<file path="src/rtl/imadec_pkg.sv">
`timescale 1ns / 1ps
// imadec_pkg: shared types, register map and tables of the ima adpcm decoder
// no dependencies

package imadec_pkg;

    localparam int PCM_W      = 16;
    localparam int IDX_W      = 7;
    localparam int OUT_W      = 8;
    localparam int IDX_MAX    = 88;
    localparam int PADDR_W    = 4;
    localparam int SUM_W      = 19;

    typedef enum logic [1:0] {
        REG_DITHER_EN = 2'd0,
        REG_ROUND_EN  = 2'd1,
        REG_SEED      = 2'd2
    } reg_idx_t;

    typedef enum logic {
        CMD_START = 1'b0,
        CMD_CODE  = 1'b1
    } cmd_t;

    typedef struct packed {
        logic        dither_enable;
        logic        round_enable;
        logic        seed_load;
        logic [31:0] seed;
    } cfg_t;

    typedef struct packed {
        logic signed [PCM_W-1:0] predictor;
        logic [IDX_W-1:0]        step_index;
    } dec_state_t;

    function automatic logic [15:0] step_lookup(input logic [IDX_W-1:0] idx);
        logic [15:0] tab [0:IDX_MAX];
        tab = '{
            16'd7, 16'd8, 16'd9, 16'd10, 16'd11, 16'd12, 16'd13, 16'd14, 16'd16,
            16'd17, 16'd19, 16'd21, 16'd23, 16'd25, 16'd28, 16'd31, 16'd34, 16'd37,
            16'd41, 16'd45, 16'd50, 16'd55, 16'd60, 16'd66, 16'd73, 16'd80, 16'd88,
            16'd97, 16'd107, 16'd118, 16'd130, 16'd143, 16'd157, 16'd173, 16'd190,
            16'd209, 16'd230, 16'd253, 16'd279, 16'd307, 16'd337, 16'd371, 16'd408,
            16'd449, 16'd494, 16'd544, 16'd598, 16'd658, 16'd724, 16'd796, 16'd876,
            16'd963, 16'd1060, 16'd1166, 16'd1282, 16'd1411, 16'd1552, 16'd1707,
            16'd1878, 16'd2066, 16'd2272, 16'd2499, 16'd2749, 16'd3024, 16'd3327,
            16'd3660, 16'd4026, 16'd4428, 16'd4871, 16'd5358, 16'd5894, 16'd6484,
            16'd7132, 16'd7845, 16'd8630, 16'd9493, 16'd10442, 16'd11487, 16'd12635,
            16'd13899, 16'd15289, 16'd16818, 16'd18500, 16'd20350, 16'd22385,
            16'd24623, 16'd27086, 16'd29794, 16'd32767
        };
        if (idx > IDX_W'(IDX_MAX)) begin
            return 16'd32767;
        end
        return tab[idx];
    endfunction

    function automatic logic signed [4:0] index_adjust(input logic [2:0] mag);
        logic signed [4:0] adj;
        unique case (mag)
            3'd4:    adj = 5'sd2;
            3'd5:    adj = 5'sd4;
            3'd6:    adj = 5'sd6;
            3'd7:    adj = 5'sd8;
            default: adj = -5'sd1;
        endcase
        return adj;
    endfunction

endpackage

</file>
<file path="src/rtl/imadec_cfg.sv">
`timescale 1ns / 1ps
// imadec_cfg: apb configuration registers of the ima adpcm decoder
// depends on imadec_pkg

module imadec_cfg
    import imadec_pkg::*;
(
    input  logic               aclk,
    input  logic               aresetn,
    input  logic               psel,
    input  logic               penable,
    input  logic               pwrite,
    input  logic [PADDR_W-1:0] paddr,
    input  logic [31:0]        pwdata,
    output logic [31:0]        prdata,
    output logic               pready,
    output cfg_t               cfg
);

    logic        dither_en_reg;
    logic        round_en_reg;
    logic [31:0] seed_reg;
    logic        wr_en;
    reg_idx_t    wr_idx;

    assign pready = 1'b1;
    assign wr_en  = psel && penable && pwrite && pready;
    assign wr_idx = reg_idx_t'(paddr[PADDR_W-1:2]);

    always_ff @(posedge aclk) begin
        if (!aresetn) begin
            dither_en_reg <= 1'b1;
            round_en_reg  <= 1'b0;
            seed_reg      <= 32'd1;
        end else if (wr_en) begin
            unique case (wr_idx)
                REG_DITHER_EN: dither_en_reg <= pwdata[0];
                REG_ROUND_EN:  round_en_reg  <= pwdata[0];
                REG_SEED:      seed_reg      <= pwdata;
                default:       ;
            endcase
        end
    end

    always_comb begin
        unique case (wr_idx)
            REG_DITHER_EN: prdata = {31'd0, dither_en_reg};
            REG_ROUND_EN:  prdata = {31'd0, round_en_reg};
            REG_SEED:      prdata = seed_reg;
            default:       prdata = 32'd0;
        endcase
    end

    // seed write reloads the generator in the same edge
    assign cfg.dither_enable = dither_en_reg;
    assign cfg.round_enable  = round_en_reg;
    assign cfg.seed_load     = wr_en && (wr_idx == REG_SEED);
    assign cfg.seed          = pwdata;

    a_pready_high: assert property (@(posedge aclk) pready)
        else $error("pready dropped");

    a_seed_flag: assert property (@(posedge aclk)
        cfg.seed_load |-> wr_en && (wr_idx == REG_SEED))
        else $error("seed load without a seed write");

    a_seed_value: assert property (@(posedge aclk) disable iff (!aresetn)
        cfg.seed_load |=> seed_reg == $past(pwdata))
        else $error("seed register not written");

endmodule

</file>
<file path="src/rtl/imadec_dp.sv">
`timescale 1ns / 1ps
// imadec_dp: one decode step (start load or one nibble), dither and 8-bit output
// depends on imadec_pkg

module imadec_dp
    import imadec_pkg::*;
#(
    parameter int DITHER_SHIFT = 24
)
(
    input  logic                           is_start,
    input  logic signed [PCM_W-1:0]        start_sample,
    input  logic [IDX_W-1:0]               start_index,
    input  logic [3:0]                     nibble,
    input  dec_state_t                     state_cur,
    input  logic [31-DITHER_SHIFT:0]       dither_prev,
    input  logic [31:0]                    dither_gen,
    input  logic                           dither_enable,
    input  logic                           round_enable,
    output dec_state_t                     state_next,
    output logic [31-DITHER_SHIFT:0]       dither_prev_next,
    output logic [31:0]                    dither_gen_next,
    output logic signed [OUT_W-1:0]        pcm
);

    localparam int DW = 32 - DITHER_SHIFT;

    logic [15:0]             step;
    logic [16:0]             delta;
    logic [2:0]              mag;
    logic signed [SUM_W-1:0] pred_sum;
    logic signed [SUM_W-1:0] base;
    logic signed [SUM_W-1:0] dith;
    logic signed [SUM_W-1:0] total;
    logic signed [PCM_W-1:0] clamped;
    logic [DW-1:0]           cur;
    logic signed [8:0]       idx_sum;
    logic [IDX_W-1:0]        idx_code;
    logic [IDX_W-1:0]        idx_new;
    logic signed [PCM_W:0]   rnd;
    logic signed [8:0]       rnd_hi;

    assign mag  = nibble[2:0];
    assign step = step_lookup(state_cur.step_index);

    // shift-add form of the ima delta
    always_comb begin
        delta = 17'(step >> 3);
        if (mag[2]) delta = delta + 17'(step);
        if (mag[1]) delta = delta + 17'(step >> 1);
        if (mag[0]) delta = delta + 17'(step >> 2);
    end

    always_comb begin
        if (nibble[3]) begin
            pred_sum = SUM_W'(state_cur.predictor) - $signed({2'b00, delta});
        end else begin
            pred_sum = SUM_W'(state_cur.predictor) + $signed({2'b00, delta});
        end
    end

    // step index update
    assign idx_sum = $signed({2'b00, state_cur.step_index}) + 9'(index_adjust(mag));
    always_comb begin
        if (idx_sum < 9'sd0) begin
            idx_code = '0;
        end else if (idx_sum > 9'sd88) begin
            idx_code = IDX_W'(IDX_MAX);
        end else begin
            idx_code = idx_sum[IDX_W-1:0];
        end
    end

    assign idx_new = (start_index > IDX_W'(IDX_MAX)) ? IDX_W'(IDX_MAX) : start_index;

    // high-pass dither
    assign cur = dither_gen[31:DITHER_SHIFT];
    always_comb begin
        if (dither_enable) begin
            dith             = SUM_W'($signed({1'b0, cur})) - SUM_W'($signed({1'b0, dither_prev}));
            dither_prev_next = cur;
            dither_gen_next  = ((dither_gen << 4) - dither_gen) ^ 32'd1;
        end else begin
            dith             = '0;
            dither_prev_next = dither_prev;
            dither_gen_next  = dither_gen;
        end
    end

    assign base  = is_start ? SUM_W'(start_sample) : pred_sum;
    assign total = base + dith;

    always_comb begin
        if (total < -SUM_W'(32768)) begin
            clamped = PCM_W'(-32768);
        end else if (total > SUM_W'(32767)) begin
            clamped = PCM_W'(32767);
        end else begin
            clamped = total[PCM_W-1:0];
        end
    end

    assign state_next.predictor  = clamped;
    assign state_next.step_index = is_start ? idx_new : idx_code;

    // 8-bit output, rounding saturates at the top
    assign rnd    = (PCM_W+1)'(clamped) + (PCM_W+1)'(128);
    assign rnd_hi = rnd[PCM_W:8];
    always_comb begin
        if (!round_enable) begin
            pcm = clamped[PCM_W-1:8];
        end else if (rnd_hi > 9'sd127) begin
            pcm = 8'sd127;
        end else begin
            pcm = rnd_hi[OUT_W-1:0];
        end
    end

endmodule

</file>
<file path="src/rtl/ima_adpcm_decoder_dithered.sv">
`timescale 1ns / 1ps
// ima_adpcm_decoder_dithered: top level, item register, decoder state, result register
// depends on imadec_pkg, imadec_cfg, imadec_dp
//
//  channel  dir  width  contents
//  s_*      in   32+1+1 start sample/index or code byte, tuser command, tlast last byte
//  m_*      out  8+1    pcm sample, tlast on final result of an item
//  apb      in   4/32   dither_enable @0x0, round_enable @0x4, dither_seed @0x8
//
// a start item is one decode step, a code byte one step per nibble (two, or one if tlast)
// the nibble chain through predictor and step index runs from state_reg back to state_reg
// a new item is taken in the cycle its predecessor's last result is loaded into the result register
// m_tready low while a result is held holds the result register and stalls decoding; s_tready follows
// reset is synchronous, active low, with no clearing pass

module ima_adpcm_decoder_dithered
    import imadec_pkg::*;
#(
    parameter int DITHER_SHIFT = 24
)
(
    input  logic               aclk,
    input  logic               aresetn,
    input  logic               s_tvalid,
    output logic               s_tready,
    input  logic [31:0]        s_tdata,   // start_sample[15:0], start_index[22:16], code_byte[30:23]
    input  logic               s_tuser,   // command[0]
    input  logic               s_tlast,
    output logic               m_tvalid,
    input  logic               m_tready,
    output logic [7:0]         m_tdata,   // pcm_out[7:0]
    output logic               m_tlast,
    input  logic               psel,
    input  logic               penable,
    input  logic               pwrite,
    input  logic [PADDR_W-1:0] paddr,
    input  logic [31:0]        pwdata,
    output logic [31:0]        prdata,
    output logic               pready
);

    localparam int DW = 32 - DITHER_SHIFT;

    cfg_t cfg;

    logic                    item_valid_reg;
    cmd_t                    cmd_reg;
    logic signed [PCM_W-1:0] sample_reg;
    logic [IDX_W-1:0]        index_reg;
    logic [7:0]              byte_reg;
    logic                    last_reg;
    logic                    phase_reg;

    dec_state_t              state_reg;
    dec_state_t              state_next;
    logic [DW-1:0]           dprev_reg;
    logic [DW-1:0]           dprev_next;
    logic [31:0]             gen_reg;
    logic [31:0]             gen_next;

    logic                    out_valid_reg;
    logic [OUT_W-1:0]        out_data_reg;
    logic                    out_last_reg;

    logic                    fire;
    logic                    final_step;
    logic                    s_xfer;
    logic [3:0]              nibble;
    logic signed [OUT_W-1:0] pcm;

    imadec_cfg u_cfg (
        .aclk    (aclk),
        .aresetn (aresetn),
        .psel    (psel),
        .penable (penable),
        .pwrite  (pwrite),
        .paddr   (paddr),
        .pwdata  (pwdata),
        .prdata  (prdata),
        .pready  (pready),
        .cfg     (cfg)
    );

    assign nibble = phase_reg ? byte_reg[7:4] : byte_reg[3:0];

    imadec_dp #(
        .DITHER_SHIFT (DITHER_SHIFT)
    ) u_dp (
        .is_start         (cmd_reg == CMD_START),
        .start_sample     (sample_reg),
        .start_index      (index_reg),
        .nibble           (nibble),
        .state_cur        (state_reg),
        .dither_prev      (dprev_reg),
        .dither_gen       (gen_reg),
        .dither_enable    (cfg.dither_enable),
        .round_enable     (cfg.round_enable),
        .state_next       (state_next),
        .dither_prev_next (dprev_next),
        .dither_gen_next  (gen_next),
        .pcm              (pcm)
    );

    assign fire       = item_valid_reg && (!out_valid_reg || m_tready);
    assign final_step = (cmd_reg == CMD_START) || last_reg || phase_reg;
    assign s_tready   = !item_valid_reg || (fire && final_step);
    assign s_xfer     = s_tvalid && s_tready;

    // item register
    always_ff @(posedge aclk) begin
        if (!aresetn) begin
            item_valid_reg <= 1'b0;
            phase_reg      <= 1'b0;
        end else if (s_xfer) begin
            item_valid_reg <= 1'b1;
            phase_reg      <= 1'b0;
        end else if (fire) begin
            item_valid_reg <= !final_step;
            phase_reg      <= !final_step;
        end
    end

    always_ff @(posedge aclk) begin
        if (s_xfer) begin
            cmd_reg    <= cmd_t'(s_tuser);
            sample_reg <= $signed(s_tdata[15:0]);
            index_reg  <= s_tdata[22:16];
            byte_reg   <= s_tdata[30:23];
            last_reg   <= s_tlast;
        end
    end

    // decoder state
    always_ff @(posedge aclk) begin
        if (!aresetn) begin
            state_reg <= '0;
            dprev_reg <= '0;
        end else if (fire) begin
            state_reg <= state_next;
            dprev_reg <= dprev_next;
        end
    end

    always_ff @(posedge aclk) begin
        if (!aresetn) begin
            gen_reg <= 32'd1;
        end else if (cfg.seed_load) begin
            gen_reg <= cfg.seed;
        end else if (fire) begin
            gen_reg <= gen_next;
        end
    end

    // result register
    always_ff @(posedge aclk) begin
        if (!aresetn) begin
            out_valid_reg <= 1'b0;
        end else if (fire) begin
            out_valid_reg <= 1'b1;
        end else if (m_tready) begin
            out_valid_reg <= 1'b0;
        end
    end

    always_ff @(posedge aclk) begin
        if (fire) begin
            out_data_reg <= pcm;
            out_last_reg <= final_step;
        end
    end

    assign m_tvalid = out_valid_reg;
    assign m_tdata  = out_data_reg;
    assign m_tlast  = out_last_reg;

    a_index_range: assert property (@(posedge aclk) disable iff (!aresetn)
        state_reg.step_index <= IDX_W'(IDX_MAX))
        else $error("step index out of range");

    a_phase_item: assert property (@(posedge aclk) disable iff (!aresetn)
        phase_reg |-> item_valid_reg && (cmd_reg == CMD_CODE) && !last_reg)
        else $error("high nibble pending without a two-nibble code byte");

    a_first_nibble: assert property (@(posedge aclk) disable iff (!aresetn)
        fire && !final_step |=> item_valid_reg && phase_reg && out_valid_reg)
        else $error("high nibble lost after low nibble");

    a_open_run: assert property (@(posedge aclk) disable iff (!aresetn)
        out_valid_reg && !out_last_reg |-> item_valid_reg && phase_reg)
        else $error("non-final result without a pending nibble");

endmodule

</file>
<file path="config.mk">
export PLATFORM = sky130hd
export DESIGN_NAME = ima_adpcm_decoder_dithered
export DESIGN_NICKNAME = d
export VERILOG_FILES = /design/src/rtl/imadec_pkg.sv /design/src/rtl/imadec_cfg.sv /design/src/rtl/imadec_dp.sv /design/src/rtl/ima_adpcm_decoder_dithered.sv
export SDC_FILE = /design/constraint.sdc
export NUM_CORES = 1
export LEC_CHECK = 0
export BUFFER_PORTS_ARGS = -buffer_cell sky130_fd_sc_hd__clkbuf_2
export CELL_PAD_IN_SITES_DETAIL_PLACEMENT = 1
export CELL_PAD_IN_SITES_GLOBAL_PLACEMENT = 1
export CORE_MARGIN = 2
export CORE_UTILIZATION = 44
export CTS_CLUSTER_SIZE = 10
export DETAILED_ROUTE_END_ITERATION = 8
export PLACE_DENSITY = 0.81
export SKIP_CTS_REPAIR_TIMING = 1
export SLEW_MARGIN = 20
export SYNTH_ARGS = -nofsm -noshare
export SYNTH_HDL_FRONTEND = slang
export SYNTH_HIERARCHICAL = 1
export SYNTH_SLANG_ARGS = --single-unit
</file>
<file path="constraint.sdc">
create_clock -name aclk -period 16.1 [get_ports aclk]
set_input_delay 3.22 -clock aclk [delete_from_list [all_inputs] [get_ports aclk]]
set_output_delay 3.22 -clock aclk [all_outputs]
set_load 0.1 [all_outputs]
</file>
==> qor.csv <==
stage;metric;value;unit
critical_path;CP Data Arrival Time;15.13;ns
layout;# fillers;4548;
layout;Register Area;3270;um^2
critical_path;RR Endpoint;m_tdata[2];
floorplan;Die H;195;um
global_routing;met1 usage;0.367;
pwr;switching share of power;0.525;
timing;worst rel slew slack;0.352;
run_status;status;complete, no violations;
placement;Placer Congestion;0.903;
critical_path;CP Launch Type;flip-flop;
timing;Hold WS;0.460;ns
synthesis;Post-synth EDFFs;42;
route;Antenna Nets Post-Route;0;
timing;Slew @ Worst Pin;0.971;ns
route;via count;16400;
floorplan;Std-Cell Rows;70;
pwr;Combinational Power Share;0.749;
timing;fin crit share;0.927;
floorplan;core area;36300;um^2
synthesis;Synth Register Bits;142;
synthesis;Yosys cell types;108;
critical_path;CP required;16.31;ns
route;vias per cell;6.22;
synthesis;Synth warnings;6;
placement;count of buffers from port buffering;116;
timing;Slew Viols, Final;0;
timing;setup TNS;0;ns
layout;n_diodes;0;
clocking;CTS tree;done;
synthesis;syn nets;2357;
layout;nets;2361;
clocking;total CTS buffers;17;
layout;most frequent cells in the layout;nand2_1 (211), o21ai_0 (189), a21oi_1 (153), inv_1 (128), ha_1 (128);
timing;clock skew;0.0176;ns
synthesis;register area share after synthesis;0.202;
route;DR iter-0 viols;979;
clocking;CTS max path bufs;2;
timing;final setup fails;0;
pwr;Power Density;214;nW/um^2
critical_path;FF-to-FF Start;state_reg[1];
run;# Max-Cap Violations;0;
synthesis;ys flop type;dfxtp_1;
global_routing;GRT busiest layer;met2;
clocking;Clock Sinks;142;
floorplan;Starting Density;0.444;
global_routing;largest net degree at the start of global routing;102;
critical_path;CP peak stage delay;0.56;ns
global_routing;vias in the first global route;16700;
clocking;Skew-Pair Late Insertion Delay;0.46;ns
floorplan;# IOs;121;
global_routing;Overflow after GRT;0;
clocking;clock transition at the registers of the reported paths;0.07;ns
synthesis;ys async rst share;0;
global_routing;routing usage on met3;0.0463;
pwr;sw power;0.00194;W
layout;layout cells sized above 1;0.114;
route;first-pass iteration count of the detailed router;6;
floorplan;die span in x;195;um
pwr;Cell Int Power;0.00175;W
timing;Final Hold Vio Count;0;
pwr;leakage power;7.25;nW
route;drt drc;0;
route;routed len/inst;20.7;um
placement;HPWL after DPL;39400;um
layout;area used by multi-input combinational logic;11500;um^2
global_routing;met2 Resource Use GR;0.483;
layout;commonest non-fill, non-tap cell in the layout;nand2_1;
clocking;# H-tree levels;4;
synthesis;Syn Inst Count;2147;
pwr;power share of the sequential group;0.135;
critical_path;Worst R2R Setup Slack;1.18;ns
synthesis;post-synthesis cell area;16100;um^2
global_routing;total track usage;0.281;
critical_path;Setup crit start;state_reg[1];
route;post-detailed-routing wire length;54600;um
critical_path;FF-to-FF path depth;58;
synthesis;syn avg cell area;7.51;um^2
critical_path;critical path type;flip-flop to flip-flop;
critical_path;slowest CP cell;nor4b_1;
clocking;root buffer cell;clkbuf_16;
floorplan;die area;38200;um^2
pwr;worst-case vdd ir drop;0.240;mV
critical_path;crit path to;m_tdata[2];
global_routing;first-pass GRT wire length;87700;um
global_routing;initial antenna violation count;2;
timing;Period minus WS final;14.92;ns
timing;fmax;67.0;MHz
timing;RSZ-0062 raised after global routing;false;
pwr;clock network power share;0.116;
critical_path;cell mode on critical path;ha_1;
critical_path;crit-path max FO;12;
critical_path;CP endpoint kind;flip-flop;
layout;Area growth syn-to-layout;7.04;%
worst_hold_path;Hold Crit Class;flip-flop to flip-flop;
-- layout make-up --
class,instances,share of cell area
multi-input cells,1709,0.666
repair buffers,144,0.0458
inverters,137,0.0298
clock inverters,14,0.0107
flip-flops and latches,142,0.189
clock buffers,18,0.0249
well taps,468,0.0339
-- synth_stat cells (all sizes together), types with 6 or more instances --
| library cell | number | area [um^2] |
|---|---|---|
| inv | 134 | 503 |
| nor4 | 7 | 43.8 |
| a31oi | 54 | 338 |
| nand4 | 8 | 50.1 |
| edfxtp | 42 | 1260 |
| o21ai | 240 | 1200 |
| a21oi | 156 | 792 |
| or3 | 17 | 106 |
| nand3 | 96 | 485 |
| a2111oi | 6 | 103 |
| nor2b | 39 | 244 |
| a21o | 54 | 405 |
| buf | 93 | 634 |
| o221ai | 6 | 52.6 |
| mux2i | 66 | 664 |
| clkbuf | 66 | 248 |
| nor3b | 7 | 57.6 |
| a211oi | 22 | 178 |
| nand3b | 7 | 52.6 |
| a21boi | 13 | 97.6 |
| o21a | 12 | 90.1 |
| and3 | 13 | 81.3 |
| xnor2 | 63 | 559 |
| nor3 | 38 | 201 |
| mux2 | 17 | 191 |
| nand2 | 211 | 792 |
| o21bai | 12 | 90.1 |
| a32oi | 7 | 68.8 |
| o31ai | 19 | 143 |
| o211ai | 16 | 120 |
| or2 | 11 | 68.8 |
| dfxtp | 100 | 2000 |
| a31o | 6 | 52.6 |
| ha | 128 | 1600 |
| nor2 | 114 | 428 |
| xor2 | 40 | 350 |
| o2111ai | 6 | 70.1 |
| and2 | 48 | 303 |
| nand2b | 33 | 206 |
-- critical path, delay by kind of cell (launching register included) --
kind            cells  cell delay [ns]
compound gates     30             6.57
xor+xnor            4             0.87
fa+ha+maj           8             2.58
buf+inv             4             0.89
flops               1             0.31
mux                 1             0.07
simple gates       11             3.36
-- worst min path at each step --
stage	slack [ns]	from	end	cells after the start
2_1_floorplan	0.43	u_cfg/seed_reg[10]	u_cfg/seed_reg[10]	2
3_3_place_gp	0.44	u_cfg/seed_reg[23]	u_cfg/seed_reg[23]	2
3_5_place_dp	0.44	u_cfg/seed_reg[25]	u_cfg/seed_reg[25]	2
4_1_cts	0.46	u_cfg/seed_reg[9]	u_cfg/seed_reg[9]	2
5_1_grt	0.47	u_cfg/seed_reg[25]	u_cfg/seed_reg[25]	2
6_report	0.46	u_cfg/seed_reg[21]	u_cfg/seed_reg[21]	2
-- layer usage --
layer,part of all wire,vias up
met5,0.00024,-
met4,0.016,2
met1,0.46,8132
li1,-,7735
met3,0.049,70
met2,0.48,435
-- stage by stage --
| step | cell area (um^2) | setup slack, ns | instances | total power, W | utilization |
|---|---|---|---|---|---|
| final | 17300 | 1.18 | 2632 | 0.00369 | 0.475 |
| after global routing | 17300 | 0.207 | 2632 | 0.00398 | 0.475 |
| after CTS | 17300 | 1.11 | 2632 | 0.00364 | 0.475 |
| after detailed placement | 16600 | 1.18 | 2600 | 0.00318 | 0.458 |
| after global placement | 16600 | 1.69 | 2600 | 0.00306 | 0.458 |
| after floorplan | 16100 | 2.46 | 2147 | 0.00261 | - |
-- cells by family after synthesis --
family                   Yosys count  share of synthesized area
adder cells (fa/ha/maj)          137                      0.108
AND/OR/NAND/NOR                  680                      0.211
XOR/XNOR                         103                     0.0564
buffers and inverters            296                     0.0866
flip-flops                       142                      0.202
other                              1                   0.000233
AO/OA/AOI/OAI                    703                      0.279
multiplexers                      85                     0.0559
-- power by group through the flow --
stage | logic (W) | clock network, W | registers (W)
5_1_grt | 0.00303 | 0.000450 | 0.000504
2_1_floorplan | 0.00205 | 0 | 0.000566
3_3_place_gp | 0.00255 | 0 | 0.000504
3_5_place_dp | 0.00267 | 0 | 0.000506
4_1_cts | 0.00271 | 0.000438 | 0.000498
6_report | 0.00276 | 0.000429 | 0.000498
Note: power is estimated with default switching activity, not from simulation.
